===== config.mk =====
export PLATFORM = sky130hd
export DESIGN_NAME = nnis_cfg
export DESIGN_NICKNAME = d
export VERILOG_FILES = /design/src/rtl/nnis_pkg.sv /design/src/rtl/nnis_cfg.sv
export SDC_FILE = /design/constraint.sdc
export NUM_CORES = 1
export LEC_CHECK = 0
export ABC_AREA = 1
export BUFFER_PORTS_ARGS = -buffer_cell sky130_fd_sc_hd__buf_2
export CORE_MARGIN = 2
export CORE_UTILIZATION = 46
export CTS_BUF_LIST = sky130_fd_sc_hd__clkbuf_4 sky130_fd_sc_hd__clkbuf_8
export DETAILED_ROUTE_END_ITERATION = 12
export PLACE_DENSITY = 0.76
export SLEW_MARGIN = 30
export SYNTH_ARGS = -nofsm -noshare
export SYNTH_HDL_FRONTEND = slang
export SYNTH_SLANG_ARGS = --single-unit

===== constraint.sdc =====
create_clock -name clk -period 0.8 [get_ports clk]
set_clock_uncertainty 0.05 [all_clocks]
set_input_delay 0.16 -clock clk [delete_from_list [all_inputs] [get_ports clk]]
set_output_delay 0.16 -clock clk [all_outputs]
set_load 0.03 [all_outputs]

===== src/rtl/nnis_pkg.sv =====
// Shared definitions for the nearest-neighbour image scaler.
// Holds parameter defaults, register indexes, word codes and the control group
// type. It depends on nothing else.
package nnis_pkg;

	// Defaults for the top-level parameters
	localparam int MAX_DIM_DEF    = 256;
	localparam int PIXEL_BITS_DEF = 16;

	// Configuration register indexes
	localparam int REG_IDX_W = 2;
	localparam logic [REG_IDX_W-1:0] REG_SRC_WIDTH  = 2'd0;
	localparam logic [REG_IDX_W-1:0] REG_SRC_HEIGHT = 2'd1;
	localparam logic [REG_IDX_W-1:0] REG_DST_WIDTH  = 2'd2;
	localparam logic [REG_IDX_W-1:0] REG_DST_HEIGHT = 2'd3;

	// Command carried on the input tuser
	localparam logic CMD_WRITE = 1'b0;
	localparam logic CMD_READ  = 1'b1;

	// Status carried on the output tuser
	localparam logic ST_OK           = 1'b0;
	localparam logic ST_OUT_OF_RANGE = 1'b1;

	// Control group that travels with each word down the pipeline
	typedef struct packed {
		logic rd;     // word is a read of a destination pixel
		logic oor;    // destination coordinate outside the configured size
		logic wr_ok;  // write lies inside the source image
	} ctrl_t;

endpackage


===== src/rtl/nnis_cfg.sv =====
// Size registers of the nearest-neighbour image scaler.
// Stores the four image sizes already limited to the range 1 to MAX_DIM.
// Depends on nnis_pkg.
module nnis_cfg #(
	parameter int MAX_DIM = nnis_pkg::MAX_DIM_DEF,
	localparam int CW = $clog2(MAX_DIM),
	localparam int SW = CW + 1
) (
	input  logic                           clk,
	input  logic                           arst_n,
	input  logic                           cfg_we,
	input  logic [nnis_pkg::REG_IDX_W-1:0] cfg_index,
	input  logic [SW-1:0]                  cfg_data,
	output logic [SW-1:0]                  src_w,
	output logic [SW-1:0]                  src_h,
	output logic [SW-1:0]                  dst_w,
	output logic [SW-1:0]                  dst_h
);
	import nnis_pkg::*;

	logic [SW-1:0] src_w_q;
	logic [SW-1:0] src_h_q;
	logic [SW-1:0] dst_w_q;
	logic [SW-1:0] dst_h_q;
	logic [SW-1:0] eff_size;

	// A size of zero behaves as one; anything above the frame store behaves as its edge.
	always_comb begin
		if (cfg_data == '0) begin
			eff_size = SW'(1);
		end else if (cfg_data > SW'(MAX_DIM)) begin
			eff_size = SW'(MAX_DIM);
		end else begin
			eff_size = cfg_data;
		end
	end

	// Register writes; an index beyond the list is dropped.
	always_ff @(posedge clk or negedge arst_n) begin
		if (!arst_n) begin
			src_w_q <= SW'(MAX_DIM);
			src_h_q <= SW'(MAX_DIM);
			dst_w_q <= SW'(MAX_DIM);
			dst_h_q <= SW'(MAX_DIM);
		end else if (cfg_we) begin
			case (cfg_index)
				REG_SRC_WIDTH:  src_w_q <= eff_size;
				REG_SRC_HEIGHT: src_h_q <= eff_size;
				REG_DST_WIDTH:  dst_w_q <= eff_size;
				REG_DST_HEIGHT: dst_h_q <= eff_size;
				default: ;
			endcase
		end
	end

	assign src_w = src_w_q;
	assign src_h = src_h_q;
	assign dst_w = dst_w_q;
	assign dst_h = dst_h_q;

endmodule


==> Yosys cells after proc, flatten, opt, wreduce, memory -nomap -nowiden <==
Index checks and enable logic that the tools add are counted.
Widths: inputs -> output; s select.
{ "totals": {"regBits": 36, "latchBits": 0, "ramBits": 0, "mem_bits_ro": 0, "in_bits": 14, "elab_cells": 16, "memories": 0} }
{ "op_classes": {"add_sub_neg": 0, "multipliers": 0, "div": 0, "magnitude_cmp": 1, "n_eq_ne": 3, "shift": 0, "n_mux": 2, "bitwise_logic": 0, "n_reduce_logical": 6} }
{ "ops": {"columns": ["cell", "count"], "rows": [
  ["$mux 9", 2],
  ["$gt 9x9->1 const B", 1],
  ["$logic_not 9->1", 1],
  ["$reduce_and 2->1", 4],
  ["$eq 2x2->1 const B", 2],
  ["$eq 2x1->1 const B", 1],
  ["$logic_not 2->1", 1]
]} }

==> Logic depth before layout (Yosys ltp) <==
{ "logic_depth": {"depth_word": 3, "depth_mapped": 7, "ltp_nobuf": 7} }

==> Worst setup path after synthesis <==
OpenSTA, ideal clock, no wires.
{ "synth_path": {"kind": "input port to flip-flop", "startpoint": "input cfg_index[0] (netlist name)", "endpoint": "register src_h_q[0] (netlist: src_h[0])", "arrival_time_ns": 0.704, "path_slack_ns": -0.071, "cell_stages": 5, "n_path_buf": 0, "cell_sequence": "inv_2 -> nor3_4 -> inv_4 -> nand2_1 -> nand2_1"} }
{ "synth_between": {"elab_chain_len": 2} }
{ "synth_rtl": {"columns": ["element", "line", "text"], "rows": [
  ["start, declared", "nnis_cfg.sv:12", "input logic [nnis_pkg::REG_IDX_W-1:0] cfg_index,"],
  ["$eq 2x1->1", "nnis_cfg.sv:46", "case (cfg_index)"],
  ["$reduce_and 2->1 (no line)", null, null],
  ["end signal, assigned", "nnis_cfg.sv:42", "src_h_q <= SW'(MAX_DIM);"],
  ["end signal, assigned", "nnis_cfg.sv:48", "REG_SRC_HEIGHT: src_h_q <= eff_size;"],
  ["end, declared", "nnis_cfg.sv:22", "logic [SW-1:0] src_h_q;"]
]} }
No other way between the ends.
A chain may end at the register's enable or synchronous reset.

==> Worst setup path in the final report <==
{ "layout_path": {"startpoint": "register src_h_q[8] (netlist: src_h[8])", "endpoint": "output src_h[8]"} }
{ "layout_lines": {"columns": ["element", "line", "text"], "rows": [
  ["end, declared", "nnis_cfg.sv:15", "output logic [SW-1:0] src_h,"]
]} }
No word-level cell between the ends.

==> impl_metrics.yaml <==
run_status:
  status: "complete, but fails checks"
  failed_checks: "negative setup slack"
setup_path:
  cp-end-kind: "output pin"
  rrSetupSlack_ns: -0.04
  worst-path-buf-inv: 1
  cp.required_ns: 0.59
  crit_chain: "buf_6"
  cp_data_arrival_time_ns: 1.02
  critPathKind: "register to output pin"
  cpMaxStageDelayCell: "dfstp_2"
  crit_fanout: 2
  r2r_end: "src_h[8]$_DFFE_PN1P_"
  slowest_delay_ns: 0.56
  r2r_cells: 3
  critical_path.top_delay_family: "flip-flops"
  worstSetupStartpointType: "register"
  timing.rr.start: "src_h[8]$_DFFE_PN1P_"
placement:
  numPortBuffers: 49
  gp_congestion: 0.771
  dp_hpwl_mm: 2.41
  dp_cells: 290
  dpl_worst_slack_ns: -0.240
  dpl-instance-area_um2: 1950
sta:
  min_period_ns: 1.23
  whs_ns: 0.206
  setup_ws_ns: -0.435
  fmax_mhz: 810
  rsz0062_at_grt: "yes"
  finalCritPeriodShare_pct: 154
  fin_setup_tns_ns: -11.42
  max-slew-margin-rel_pct: 85.0
  setup_viol: 41
  hold_viol: 0
  slew_viol_final: 0
  tightest_slew_ns: 0.225
finish:
  nNetsFinal: 288
  drive_above_1_share_pct: 45.6
  diodes: 0
  finalCoreUtilization_pct: 80.9
  syn_to_final_growth_pct: 66.7
  fin_area_um2: 2490
  layout.cells.non_filler: 318
clock_tree:
  clk_pin_slew_worst_paths_ns: 0.10
  numCtsBuffers: 5
  root_buffer: "clkbuf_4"
  cts_sinks: 36
  clockBufferDepth: 2
  htreeDepth: 2
  tritoncts: "done"
  insertion_delay_ns: 0.33
power:
  power_mw: 5.22
  p_comb_share_pct: 35.8
  seq_power_share_pct: 43.5
  p_int_mw: 3.46
  leakagePower_nw: 1.41
  power_density_nw_per_um2: 2100
  clockPowerShare_pct: 20.8
  ir_drop_mv: 1.47
  p_switching_mw: 1.75
  p_sw_share_pct: 33.6
synth:
  ys_types: 14
  ys_ff_latch: 36
  synth.area.top_cells: "dfrtp_1 54%, nand2_1 25%, dfstp_2 7.0%"
  synth_xor_area_share_pct: 0
  synth_compound_area_share_pct: 1.93
  avgSynthCellArea_um2: 8.20
  synth_top_family_by_area: "simple AND/OR/NAND/NOR gates"
  synthCells: 182
  synth_largest_area_cell: "dfrtp_1"
  yosys.area.top_type_share_pct: 53.6
  synth_area_um2: 1490
  seq_area_frac_synth_pct: 60.7
  synth_mux_area_share_pct: 0
  synth_fa_ha_area_share_pct: 0
  synthSimpleGateAreaFrac_pct: 31.9
  synth_nets: 196
  yosys_warnings: 0
routing:
  post_drt_wl_per_cell_um: 14.1
  dr.pass1.iters: 6
  drcViolationCount: 0
  ant_nets: 0
  drtIter0Drc: 65
  finalWirelength_mm: 4.50
  via_per_inst: 4.74
  vias: 1507
floorplan:
  num_rows: 20
  die_w_um: 61.0
  initial_core_util_pct: 48.5
  io_pins: 50
  die_area_um2: 3720
  die_h_um: 61.0
  coreArea_um2: 3080
flow_run:
  max-cap-violations: 0
global_route:
  grt-ovfl-total: 0
  grt_pass1_wl_mm: 6.50
  grt_use_total_pct: 24.9
  grt_pass1_vias: 1454
  antenna_found_initial: 0
  grt_start_max_net_pins: 37
hold_path:
  hold_end: "src_h[8]$_DFFE_PN1P_"
  hold_depth: 4
  hold_class: "primary input to register"
  hold_start: "cfg_data[8]"
## cell usage after synthesis
library cell / instances
dfstp_2: 4
dfrtp_1: 32
nand2_1: 101
nand2_2: 1
inv_4: 1
o21ai_2: 1
inv_1: 14
inv_2: 1
nor2_1: 13
buf_2: 4
nand3_1: 5
nor3_4: 1
o21ai_0: 3
o21ai_1: 1
## area by class of cell
cell class	instances	area, um2
Fill cell	189	589
Multi-Input combinational cell	126	549
Inverter	16	70.1
Sequential cell	36	906
Clock buffer	7	65.1
Tap cell	44	55.1
Timing Repair Buffer	89	843
## state kept, by name, summed over array words and instances (netlist names)
signal,flops
src_w,9
dst_w,9
src_h,9
dst_h,9
## how the worst max path moves through the flow
| stage | startpoint | to | slack, ns | depth (start not counted) |
|---|---|---|---|---|
| floorplan | cfg_index[0] | src_h[0]$_DFFE_PN0P_ | -0.07 | 5 |
| global placement | cfg_index[0] | src_h[4]$_DFFE_PN0P_ | -0.23 | 7 |
| detailed placement | cfg_index[0] | src_h[2]$_DFFE_PN0P_ | -0.24 | 7 |
| CTS | src_w[8]$_DFFE_PN1P_ | src_w[8] | -0.44 | 1 |
| global route | src_w[8]$_DFFE_PN1P_ | src_w[8] | -0.48 | 1 |
| finish | src_h[8]$_DFFE_PN1P_ | src_h[8] | -0.43 | 1 |
## cell usage in the layout (no fill, tap or decap)
cell           count
inv_2              3
clkbuf_8           2
dlygate4sd3_1      1
o21ai_2            1
nor2_2             1
buf_2             13
inv_1             11
buf_6             48
nor2_1            12
inv_8              1
nand2_2           18
inv_4              1
clkbuf_4           5
dfstp_2            4
buf_4             25
nand2_1           84
o21ai_1            4
nand3_1            5
dfrtp_1           32
nor3_4             1
buf_12             2
## worst reg2reg max path: stages, from the launching register on
cell	delay [ns]
dfstp_2	0.56
buf_6	0.09
nand2_2	0.04
o21ai_2	0.05
## per-layer routing
| metal | track usage (%) | share of wire, % |
|---|---|---|
| met4 | 9.32 | 2.1 |
| met5 | 0 | 0 |
| met1 | 31.0 | 41 |
| met3 | 6.18 | 6.3 |
| met2 | 42.1 | 51 |
## kinds of logic after synthesis
family | count (synthesis)
AO/OA/AOI/OAI | 5
buffers and inverters | 20
flip-flops | 36
AND/OR/NAND/NOR | 121
## power by group through the flow
stage | clock network [mW] | logic, mW | registers (mW)
floorplan | 0 | 0.290 | 2.72
global placement | 0 | 1.25 | 2.23
detailed placement | 0 | 1.26 | 2.23
CTS | 1.11 | 1.69 | 2.25
global route | 1.18 | 1.98 | 2.30
finish | 1.08 | 1.87 | 2.27
## timing repair
action                                  4_1_cts  5_1_grt
setup buffers                                13       13
cloned                                        0        0
pin swaps                                     0       12
endpoints found under the setup margin       37       52
gates resized for setup                      74       28
endpoints found under the hold margin        36        0
hold buffers                                  1        0
Note: power is estimated with default switching activity, not from simulation.
