$ cat src/rtl/nnis_pkg.sv
// Shared definitions for the nearest-neighbour image scaler.
// Holds parameter defaults, register indexes, word codes and the control group
// type. It depends on nothing else.
package nnis_pkg;

	// Defaults for the top-level parameters
	localparam int MAX_DIM_DEF    = 256;
	localparam int PIXEL_BITS_DEF = 16;

	// Configuration register indexes
	localparam int REG_IDX_W = 2;
	localparam logic [REG_IDX_W-1:0] REG_SRC_WIDTH  = 2'd0;
	localparam logic [REG_IDX_W-1:0] REG_SRC_HEIGHT = 2'd1;
	localparam logic [REG_IDX_W-1:0] REG_DST_WIDTH  = 2'd2;
	localparam logic [REG_IDX_W-1:0] REG_DST_HEIGHT = 2'd3;

	// Command carried on the input tuser
	localparam logic CMD_WRITE = 1'b0;
	localparam logic CMD_READ  = 1'b1;

	// Status carried on the output tuser
	localparam logic ST_OK           = 1'b0;
	localparam logic ST_OUT_OF_RANGE = 1'b1;

	// Control group that travels with each word down the pipeline
	typedef struct packed {
		logic rd;     // word is a read of a destination pixel
		logic oor;    // destination coordinate outside the configured size
		logic wr_ok;  // write lies inside the source image
	} ctrl_t;

endpackage

$ cat src/rtl/nnis_map_pipe.sv
// Coordinate mapping pipeline of the nearest-neighbour image scaler.
// Range checks, the row and column products and a restoring divider with one
// quotient bit per stage; ends in the frame store address. Depends on nnis_pkg.
module nnis_map_pipe #(
	parameter int MAX_DIM    = nnis_pkg::MAX_DIM_DEF,
	parameter int PIXEL_BITS = nnis_pkg::PIXEL_BITS_DEF,
	localparam int CW = $clog2(MAX_DIM),
	localparam int SW = CW + 1
) (
	input  logic                  clk,
	input  logic                  arst_n,
	input  logic                  in_valid,
	output logic                  in_ready,
	input  logic                  in_rd,
	input  logic [CW-1:0]         in_row,
	input  logic [CW-1:0]         in_col,
	input  logic [PIXEL_BITS-1:0] in_pix,
	input  logic [SW-1:0]         src_w,
	input  logic [SW-1:0]         src_h,
	input  logic [SW-1:0]         dst_w,
	input  logic [SW-1:0]         dst_h,
	output logic                  out_valid,
	input  logic                  out_ready,
	output nnis_pkg::ctrl_t       out_ctrl,
	output logic [2*CW-1:0]       out_addr,
	output logic [PIXEL_BITS-1:0] out_pix
);
	import nnis_pkg::*;

	localparam int RW = 2 * CW + 1;  // width of a product and of a remainder
	localparam int NS = CW + 2;      // input stage, product stage, one stage per quotient bit

	typedef struct packed {
		ctrl_t                 ctrl;
		logic [CW-1:0]         row;
		logic [CW-1:0]         col;
		logic [PIXEL_BITS-1:0] pix;
		logic [RW-1:0]         rem_r;
		logic [RW-1:0]         rem_c;
		logic [CW-1:0]         quo_r;
		logic [CW-1:0]         quo_c;
	} stage_t;

	stage_t        pipe_s [NS];
	stage_t        nxt    [NS];
	logic [NS-1:0] vld_s;
	logic [NS:0]   adv;
	logic [SW-1:0] last_r;
	logic [SW-1:0] last_c;
	logic [CW-1:0] map_r;
	logic [CW-1:0] map_c;

	// Input stage: capture the word and decide its range flags.
	always_comb begin
		nxt[0]              = '0;
		nxt[0].ctrl.rd      = in_rd;
		nxt[0].ctrl.oor     = (SW'(in_row) >= dst_h) || (SW'(in_col) >= dst_w);
		nxt[0].ctrl.wr_ok   = (SW'(in_row) < src_h) && (SW'(in_col) < src_w);
		nxt[0].row          = in_row;
		nxt[0].col          = in_col;
		nxt[0].pix          = in_pix;
	end

	// Product stage: row times source height and column times source width.
	always_comb begin
		nxt[1]       = pipe_s[0];
		nxt[1].rem_r = RW'(pipe_s[0].row) * RW'(src_h);
		nxt[1].rem_c = RW'(pipe_s[0].col) * RW'(src_w);
	end

	// Divider stages, most significant quotient bit first.
	for (genvar k = 2; k < NS; k++) begin : g_div
		localparam int BIT = CW + 1 - k;
		logic [RW-1:0] dsh_r;
		logic [RW-1:0] dsh_c;

		always_comb begin
			dsh_r  = RW'(dst_h) << BIT;
			dsh_c  = RW'(dst_w) << BIT;
			nxt[k] = pipe_s[k-1];
			if (pipe_s[k-1].rem_r >= dsh_r) begin
				nxt[k].rem_r      = pipe_s[k-1].rem_r - dsh_r;
				nxt[k].quo_r[BIT] = 1'b1;
			end
			if (pipe_s[k-1].rem_c >= dsh_c) begin
				nxt[k].rem_c      = pipe_s[k-1].rem_c - dsh_c;
				nxt[k].quo_c[BIT] = 1'b1;
			end
		end
	end

	// A stage loads when it is empty or its word moves on.
	assign adv[NS] = out_ready;
	for (genvar k = 0; k < NS; k++) begin : g_adv
		assign adv[k] = !vld_s[k] || adv[k+1];
	end
	assign in_ready = adv[0];

	// Valid bits travel with the words.
	always_ff @(posedge clk or negedge arst_n) begin
		if (!arst_n) begin
			vld_s <= '0;
		end else begin
			if (adv[0]) begin
				vld_s[0] <= in_valid;
			end
			for (int k = 1; k < NS; k++) begin
				if (adv[k]) begin
					vld_s[k] <= vld_s[k-1];
				end
			end
		end
	end

	// Stage payload.
	always_ff @(posedge clk) begin
		for (int k = 0; k < NS; k++) begin
			if (adv[k]) begin
				pipe_s[k] <= nxt[k];
			end
		end
	end

	// Clamp to the last source row and column, then form the store address.
	always_comb begin
		last_r = src_h - SW'(1);
		last_c = src_w - SW'(1);
		map_r  = (SW'(pipe_s[NS-1].quo_r) > last_r) ? last_r[CW-1:0] : pipe_s[NS-1].quo_r;
		map_c  = (SW'(pipe_s[NS-1].quo_c) > last_c) ? last_c[CW-1:0] : pipe_s[NS-1].quo_c;
		if (pipe_s[NS-1].ctrl.rd) begin
			out_addr = {map_r, map_c};
		end else begin
			out_addr = {pipe_s[NS-1].row, pipe_s[NS-1].col};
		end
	end

	assign out_valid = vld_s[NS-1];
	assign out_ctrl  = pipe_s[NS-1].ctrl;
	assign out_pix   = pipe_s[NS-1].pix;

	// An accepted word always lands in the input stage.
	a_accept_lands: assert property (@(posedge clk) disable iff (!arst_n)
		in_valid && in_ready |=> vld_s[0])
		else $error("accepted word missing from input stage");

	// A stalled last stage keeps its word unchanged.
	a_last_holds: assert property (@(posedge clk) disable iff (!arst_n)
		vld_s[NS-1] && !out_ready |=> vld_s[NS-1] && $stable(pipe_s[NS-1]))
		else $error("stalled word lost or altered");

	// An in-range read maps inside the source image without clamping.
	a_quotient_fits: assert property (@(posedge clk) disable iff (!arst_n)
		vld_s[NS-1] && pipe_s[NS-1].ctrl.rd && !pipe_s[NS-1].ctrl.oor
		|-> (SW'(pipe_s[NS-1].quo_r) < src_h) && (SW'(pipe_s[NS-1].quo_c) < src_w))
		else $error("mapped coordinate beyond source image");

endmodule

$ cat config.mk
export PLATFORM = sky130hd
export DESIGN_NAME = nnis_map_pipe
export DESIGN_NICKNAME = d
export VERILOG_FILES = /design/src/rtl/nnis_pkg.sv /design/src/rtl/nnis_map_pipe.sv
export SDC_FILE = /design/constraint.sdc
export NUM_CORES = 1
export LEC_CHECK = 0
export ABC_AREA = 1
export BUFFER_PORTS_ARGS = -buffer_cell sky130_fd_sc_hd__buf_2
export CAP_MARGIN = 5
export CELL_PAD_IN_SITES_DETAIL_PLACEMENT = 1
export CELL_PAD_IN_SITES_GLOBAL_PLACEMENT = 1
export CORE_MARGIN = 5
export CORE_UTILIZATION = 51
export CTS_BUF_LIST = sky130_fd_sc_hd__clkbuf_8 sky130_fd_sc_hd__clkbuf_16
export DETAILED_ROUTE_END_ITERATION = 16
export PLACE_DENSITY = 0.83
export SYNTH_ARGS = -nofsm -noshare
export SYNTH_HDL_FRONTEND = slang
export SYNTH_SLANG_ARGS = --single-unit
$ cat constraint.sdc
create_clock -name clk -period 9.89 [get_ports clk]
set_clock_uncertainty 0.2 [all_clocks]
set_input_delay 1.4835 -clock clk [delete_from_list [all_inputs] [get_ports clk]]
set_output_delay 1.4835 -clock clk [all_outputs]
set_load 0.05 [all_outputs]
* After elaboration in Yosys (flattened, before gate mapping)
Memories as Yosys holds them, arrays and structs flattened.
Cells that the tools add are included.
** Storage, ports and cells
- Word-level logic and storage cells :: 130
- Memories kept :: 1
- Memory bits (read-only) :: 0
- Bits in latches :: 0
- RAM bits :: 850
- Register bits :: 10
** Cells by class
- Add/subtract/negate cells :: 18
- Div/mod/pow operators :: 0
- Multipliers :: 2
- Bitwise logic cells :: 0
- Reduce and logical (&&, ||, !) cells :: 22
- Equality and inequality tests :: 0
- $lt $le $gt $ge :: 22
- Shift-type cells :: 0
- Mux-type cells :: 55
** Memories
- pipe_s :: depth 10, width 85, read ports 10, clocked after memory_dff 0, wr ports 10, line nnis_map_pipe.sv:44 : stage_t pipe_s [NS];
** Operator list (number)
- $mux W17 :: 16
- $mux W1 :: 36
- $ge A17 B10 Y1 :: 2
- $ge A17 B11 Y1 :: 2
- $ge A17 B12 Y1 :: 2
- $ge A17 B13 Y1 :: 2
- $ge A17 B14 Y1 :: 2
- $ge A17 B15 Y1 :: 2
- $ge A17 B16 Y1 :: 2
- $ge A17 B9 Y1 :: 2
- $mul A8 B9 Y17 :: 2
- $sub A17 B10 Y17 :: 2
- $sub A17 B11 Y17 :: 2
- $sub A17 B12 Y17 :: 2
- $sub A17 B13 Y17 :: 2
- $sub A17 B14 Y17 :: 2
- $sub A17 B15 Y17 :: 2
- $sub A17 B16 Y17 :: 2
- $sub A17 B9 Y17 :: 2
- $ge A8 B9 Y1 :: 2
- $gt A8 B9 Y1 :: 2
- $lt A8 B9 Y1 :: 2
- $sub A9 B1 Y9 const B :: 2
- $mux W16 :: 1
- 4 further kinds :: 24

* Depth between registers and ports, before layout
- Depth after elaboration :: 13
- Mapped depth :: 21

* Worst setup path before layout
OpenSTA, ideal clock, no wires.
- Kind :: input to output
- Start point :: in out_ready
- End point :: out in_ready
- Slack :: 0.844 ns
- Data arrival time :: 7.363 ns
- Path buffers :: 0
- Stages on the path :: 8
- Path through :: nor2_4 > nand4_2 > nor2_2 > nand2_2 > nor2_2 > nand2_1 > nor2_2 > nand2_1
** Between the ends
- Cells in the longest elaborated chain, start to end :: 10
** RTL lines
- start: declaration :: line nnis_map_pipe.sv:23 : input logic out_ready,
- $logic_or A1 B1 Y1 (4 in a row) :: line nnis_map_pipe.sv:95 : assign adv[k] = !vld_s[k] || adv[k+1];
- via adv[6] :: line nnis_map_pipe.sv:47 : logic [NS:0] adv;
- $logic_or A1 B1 Y1 (2 in a row) :: line nnis_map_pipe.sv:95
- via adv[4] :: line nnis_map_pipe.sv:47
- $logic_or A1 B1 Y1 (2 in a row) :: line nnis_map_pipe.sv:95
- via adv[2] :: line nnis_map_pipe.sv:47
- $logic_or A1 B1 Y1 (2 in a row) :: line nnis_map_pipe.sv:95
- end: declaration :: line nnis_map_pipe.sv:13 : output logic in_ready,
The timed path passes the listed nets, and every way through them passes these cells.

* Worst setup path after layout
Ends and elaborated chain as after synthesis.

==> flow_metrics.py <==
metrics = {
    "worst_setup_path": {
        "most_frequent_cp_cell": "nor2_2",
        "timing.critical_path.slowest_stage_cell": "nand2_2",
        "critical_path.endpoint_type": "primary output",
        "timing.reg2reg.setup_slack_ns": 4.98,
        "slowest_delay_ns": 0.67,
        "crit_arrival_ns": 4.61,
        "critPathMaxFanout": 37,
        "critical-path-top-delay-family": "simple AND/OR/NAND/NOR gates",
        "cp_num_buf_inv": 2,
        "worstSetupPathType": "input pin to primary output",
        "crit_path_start_kind": "input pin",
        "critical_path_cell_sequence": "buf_2, nor2_4, nand4_4, nor2_2, nand2_4, nor2_2, nand2_4, nor2_2, nand2_2, buf_2",
        "required_ns": 8.21,
    },
    "die": {
        "io_pins": 110,
        "initial_core_utilization_pct": 51.3,
        "floorplan.die.height_um": 284,
        "area_of_the_die_um2": 80400,
        "number_of_core_rows": 100,
        "placeableCoreArea_um2": 74300,
        "die_boundary_width_um": 284,
    },
    "sta": {
        "rsz0062_at_grt": "no",
        "final_hold_viol_count": 0,
        "slew_headroom_pct": 24.7,
        "maximum_clock_rate_ghz": 0.159,
        "drv_slew": 0,
        "setup_tns_ns": 0,
        "report.final.setup_viol": 0,
        "fin_crit_ns": 6.30,
        "tightest_slew_ns": 1.13,
        "period_utilisation_layout_pct": 63.7,
    },
    "clock_network": {
        "cts_root_buffer": "clkbuf_16",
        "cts_hold_buf": 0,
        "clock_tree.htree_level_count": 3,
        "max-clock-path-buffers": 3,
        "clk_pin_slew_ns": 0.07,
        "cts_setup_buffers": 0,
        "tritoncts": "built",
        "clk-insertion-delay-late_ns": 0.66,
        "clkSinkCount": 704,
        "post_cts_resize_count": 0,
        "cts_made_buffers": 76,
    },
    "yosys": {
        "synth-edff-count": 694,
        "dominantRegCellSynth": "edfxtp_1",
        "main_combinational_cell_family_by_area_after_synthesis": "simple AND/OR/NAND/NOR gates",
        "async_reset_ff_share_pct": 1.42,
        "yosysMostFrequentCell": "nand2_1",
        "yosysSeqAreaShare_pct": 55.3,
        "synth_warnings": 0,
        "yosys.area_share.xor_xnor_pct": 3.24,
        "syn-num-nets": 3944,
        "synth_top_area_share_pct": 54.6,
        "synthAdderAreaFrac_pct": 13.9,
        "synth_area_leader_cell": "edfxtp_1",
        "synthCells": 3507,
        "post_syn_area_um2": 38200,
        "synth.distinct_cells": 64,
        "synth_commonest_cells": "nand2_1, edfxtp_1, inv_1",
        "synth.avg_cell_area_um2": 10.9,
        "synth_compound_gate_area_share_pct": 6.44,
        "yosys-mux-area-fraction_pct": 0.0590,
        "yosys_register_bits": 704,
        "synth_simple_gate_area_share_pct": 14.5,
        "top_post_synthesis_cells_by_area": "edfxtp_1, ha_1, nand2_1",
    },
    "cells_and_area": {
        "syn_to_final_growth_pct": 10.4,
        "total_nets_final": 4061,
        "multi_input_comb_area_um2": 14600,
        "layout-drive-gt1-share_pct": 10.3,
        "fillcell_total": 7929,
        "area.sequential_um2": 21100,
        "stdcell_count": 4654,
    },
    "global_routing": {
        "grt.total_usage_pct": 25.8,
        "antenna_violations_before_repair": 2,
        "grt_remaining_overflow": 0,
        "grt_max_degree": 71,
        "vias_in_the_first_global_route": 29300,
        "grt_first_pass_wirelength_um": 163000,
    },
    "pwr": {
        "leakage_nw": 18.9,
        "max-vdd-ir-drop_uv": 172,
        "power.total_mw": 13.6,
        "power_density_over_cell_area_nw_per_um2": 322,
    },
    "routing": {
        "drt_wl_total_um": 104000,
        "ant_nets": 0,
        "route.detailed.drc": 0,
        "drtPass1Iterations": 5,
        "wl_per_cell_um": 22.4,
        "avgViaCountPerCell": 5.65,
        "routed-via-count": 26300,
        "drt-initial-drc-count": 1924,
    },
    "hold_path": {
        "min_delay_path_class": "flop to flop",
    },
    "place": {
        "port_buffers": 109,
        "detailed_place_hpwl_um": 73100,
        "dp.cells": 4515,
        "finalWeightedCongestion": 0.874,
    },
    "job": {
        "max_cap_viol_count": 0,
    },
    "run_status": {
        "outcome": "complete, no violations",
    },
}
==> where the power goes <==
part | leakage (nW) | switching, mW | total, mW | internal [mW]
Clock | 1.32 | 1.27 | 2.98 | 1.72
Sequential | 7.20 | 0.624 | 5.45 | 4.83
Combinational | 10.4 | 3.38 | 5.15 | 1.78
Total | 18.9 | 5.26 | 13.6 | 8.32
==> layout by cell type, fill, tap and decap left out, types with 11 or more instances in the layout <==
cell type  synthesis  final
o21bai_1          11     11
nor2_1           187    187
nand4_1           43     43
buf_2             18    109
a21o_1            20     20
fa_1              98     98
o21ai_1           59     59
edfxtp_1         694    694
xnor2_1           57     57
a21oi_1          163    163
clkbuf_16          0     76
or2_2             18     18
nand2_2           22     22
inv_1            519    531
nand3_1          128    127
o21ai_2           29     29
nor4_1            11     11
a21oi_2           14     14
ha_1             266    266
nor2_4            11     11
a31oi_1           11     11
buf_4             30     12
o21ai_0           74     74
xor2_1            84     84
nand2_1          773    770
inv_2             10     12
nor3_1            25     25
==> worst reg2reg max path, delay by kind of cell, from the launching register on <==
kind	cells	cell delay, ns
fa+ha+maj	5	2.53
buf+inv	4	0.27
flops	1	0.62
simple gates	5	0.40
compound gates	3	0.63
==> stage by stage <==
stage | hold slack, ns | util [%] | setup WS, ns | cell area (um2)
2_1_floorplan | 0.200 | - | 0.844 | 38200
3_3_place_gp | 0.200 | 53.1 | 3.89 | 39500
3_5_place_dp | 0.205 | 53.1 | 3.64 | 39500
4_1_cts | 0.206 | 56.7 | 3.57 | 42100
5_1_grt | 0.212 | 56.7 | 3.38 | 42100
6_report | 0.203 | 56.7 | 3.59 | 42100
==> final cells by class <==
class | instances | share of cell area (%)
sequential | 704 | 50.0
multi-input combinational | 2190 | 34.6
inverter | 531 | 4.74
clock buffer | 83 | 4.74
tap | 969 | 2.88
clock inverter | 54 | 1.52
timing repair buffer | 121 | 1.51
antenna | 2 | 0.0119
==> cells by family (layout without fill, tap and decap cells) <==
| group | Yosys count | count (layout) |
|---|---|---|
| compound gates | 415 | 415 |
| xor+xnor | 141 | 141 |
| simple gates | 1268 | 1268 |
| other cells | 0 | 2 |
| fa+ha+maj | 364 | 364 |
| mux | 2 | 2 |
| flops | 704 | 704 |
| buf+inv | 613 | 789 |
==> path summary, 6_finish.rpt <==
| check | start | cells after the start | end |
|---|---|---|---|
| worst max register to register | pipe_s[0][73] | 17 | pipe_s[1][30] |
| worst max-delay path | out_ready | 10 | in_ready |
| max in group asynchronous | arst_n | 1 | vld_s[1] |
| worst min register to register | pipe_s[6][4] | 0 | pipe_s[7][4] |
| worst min-delay path | pipe_s[6][4] | 0 | pipe_s[7][4] |
| min in group asynchronous | arst_n | 1 | vld_s[4] |
==> flip-flops by register name (all words and copies together) (netlist names) <==
register  flops
pipe_s      694
vld_s        10
==> routing by layer <==
metal	global-route usage, %	vias to the layer above	share of wire, %
li1	-	12000	-
met3	3.57	291	5.0
met2	46.9	873	52
met1	30.5	13100	39
met4	11.4	0	4.6
met5	0	-	0
Note: power is estimated with default switching activity, not from simulation.
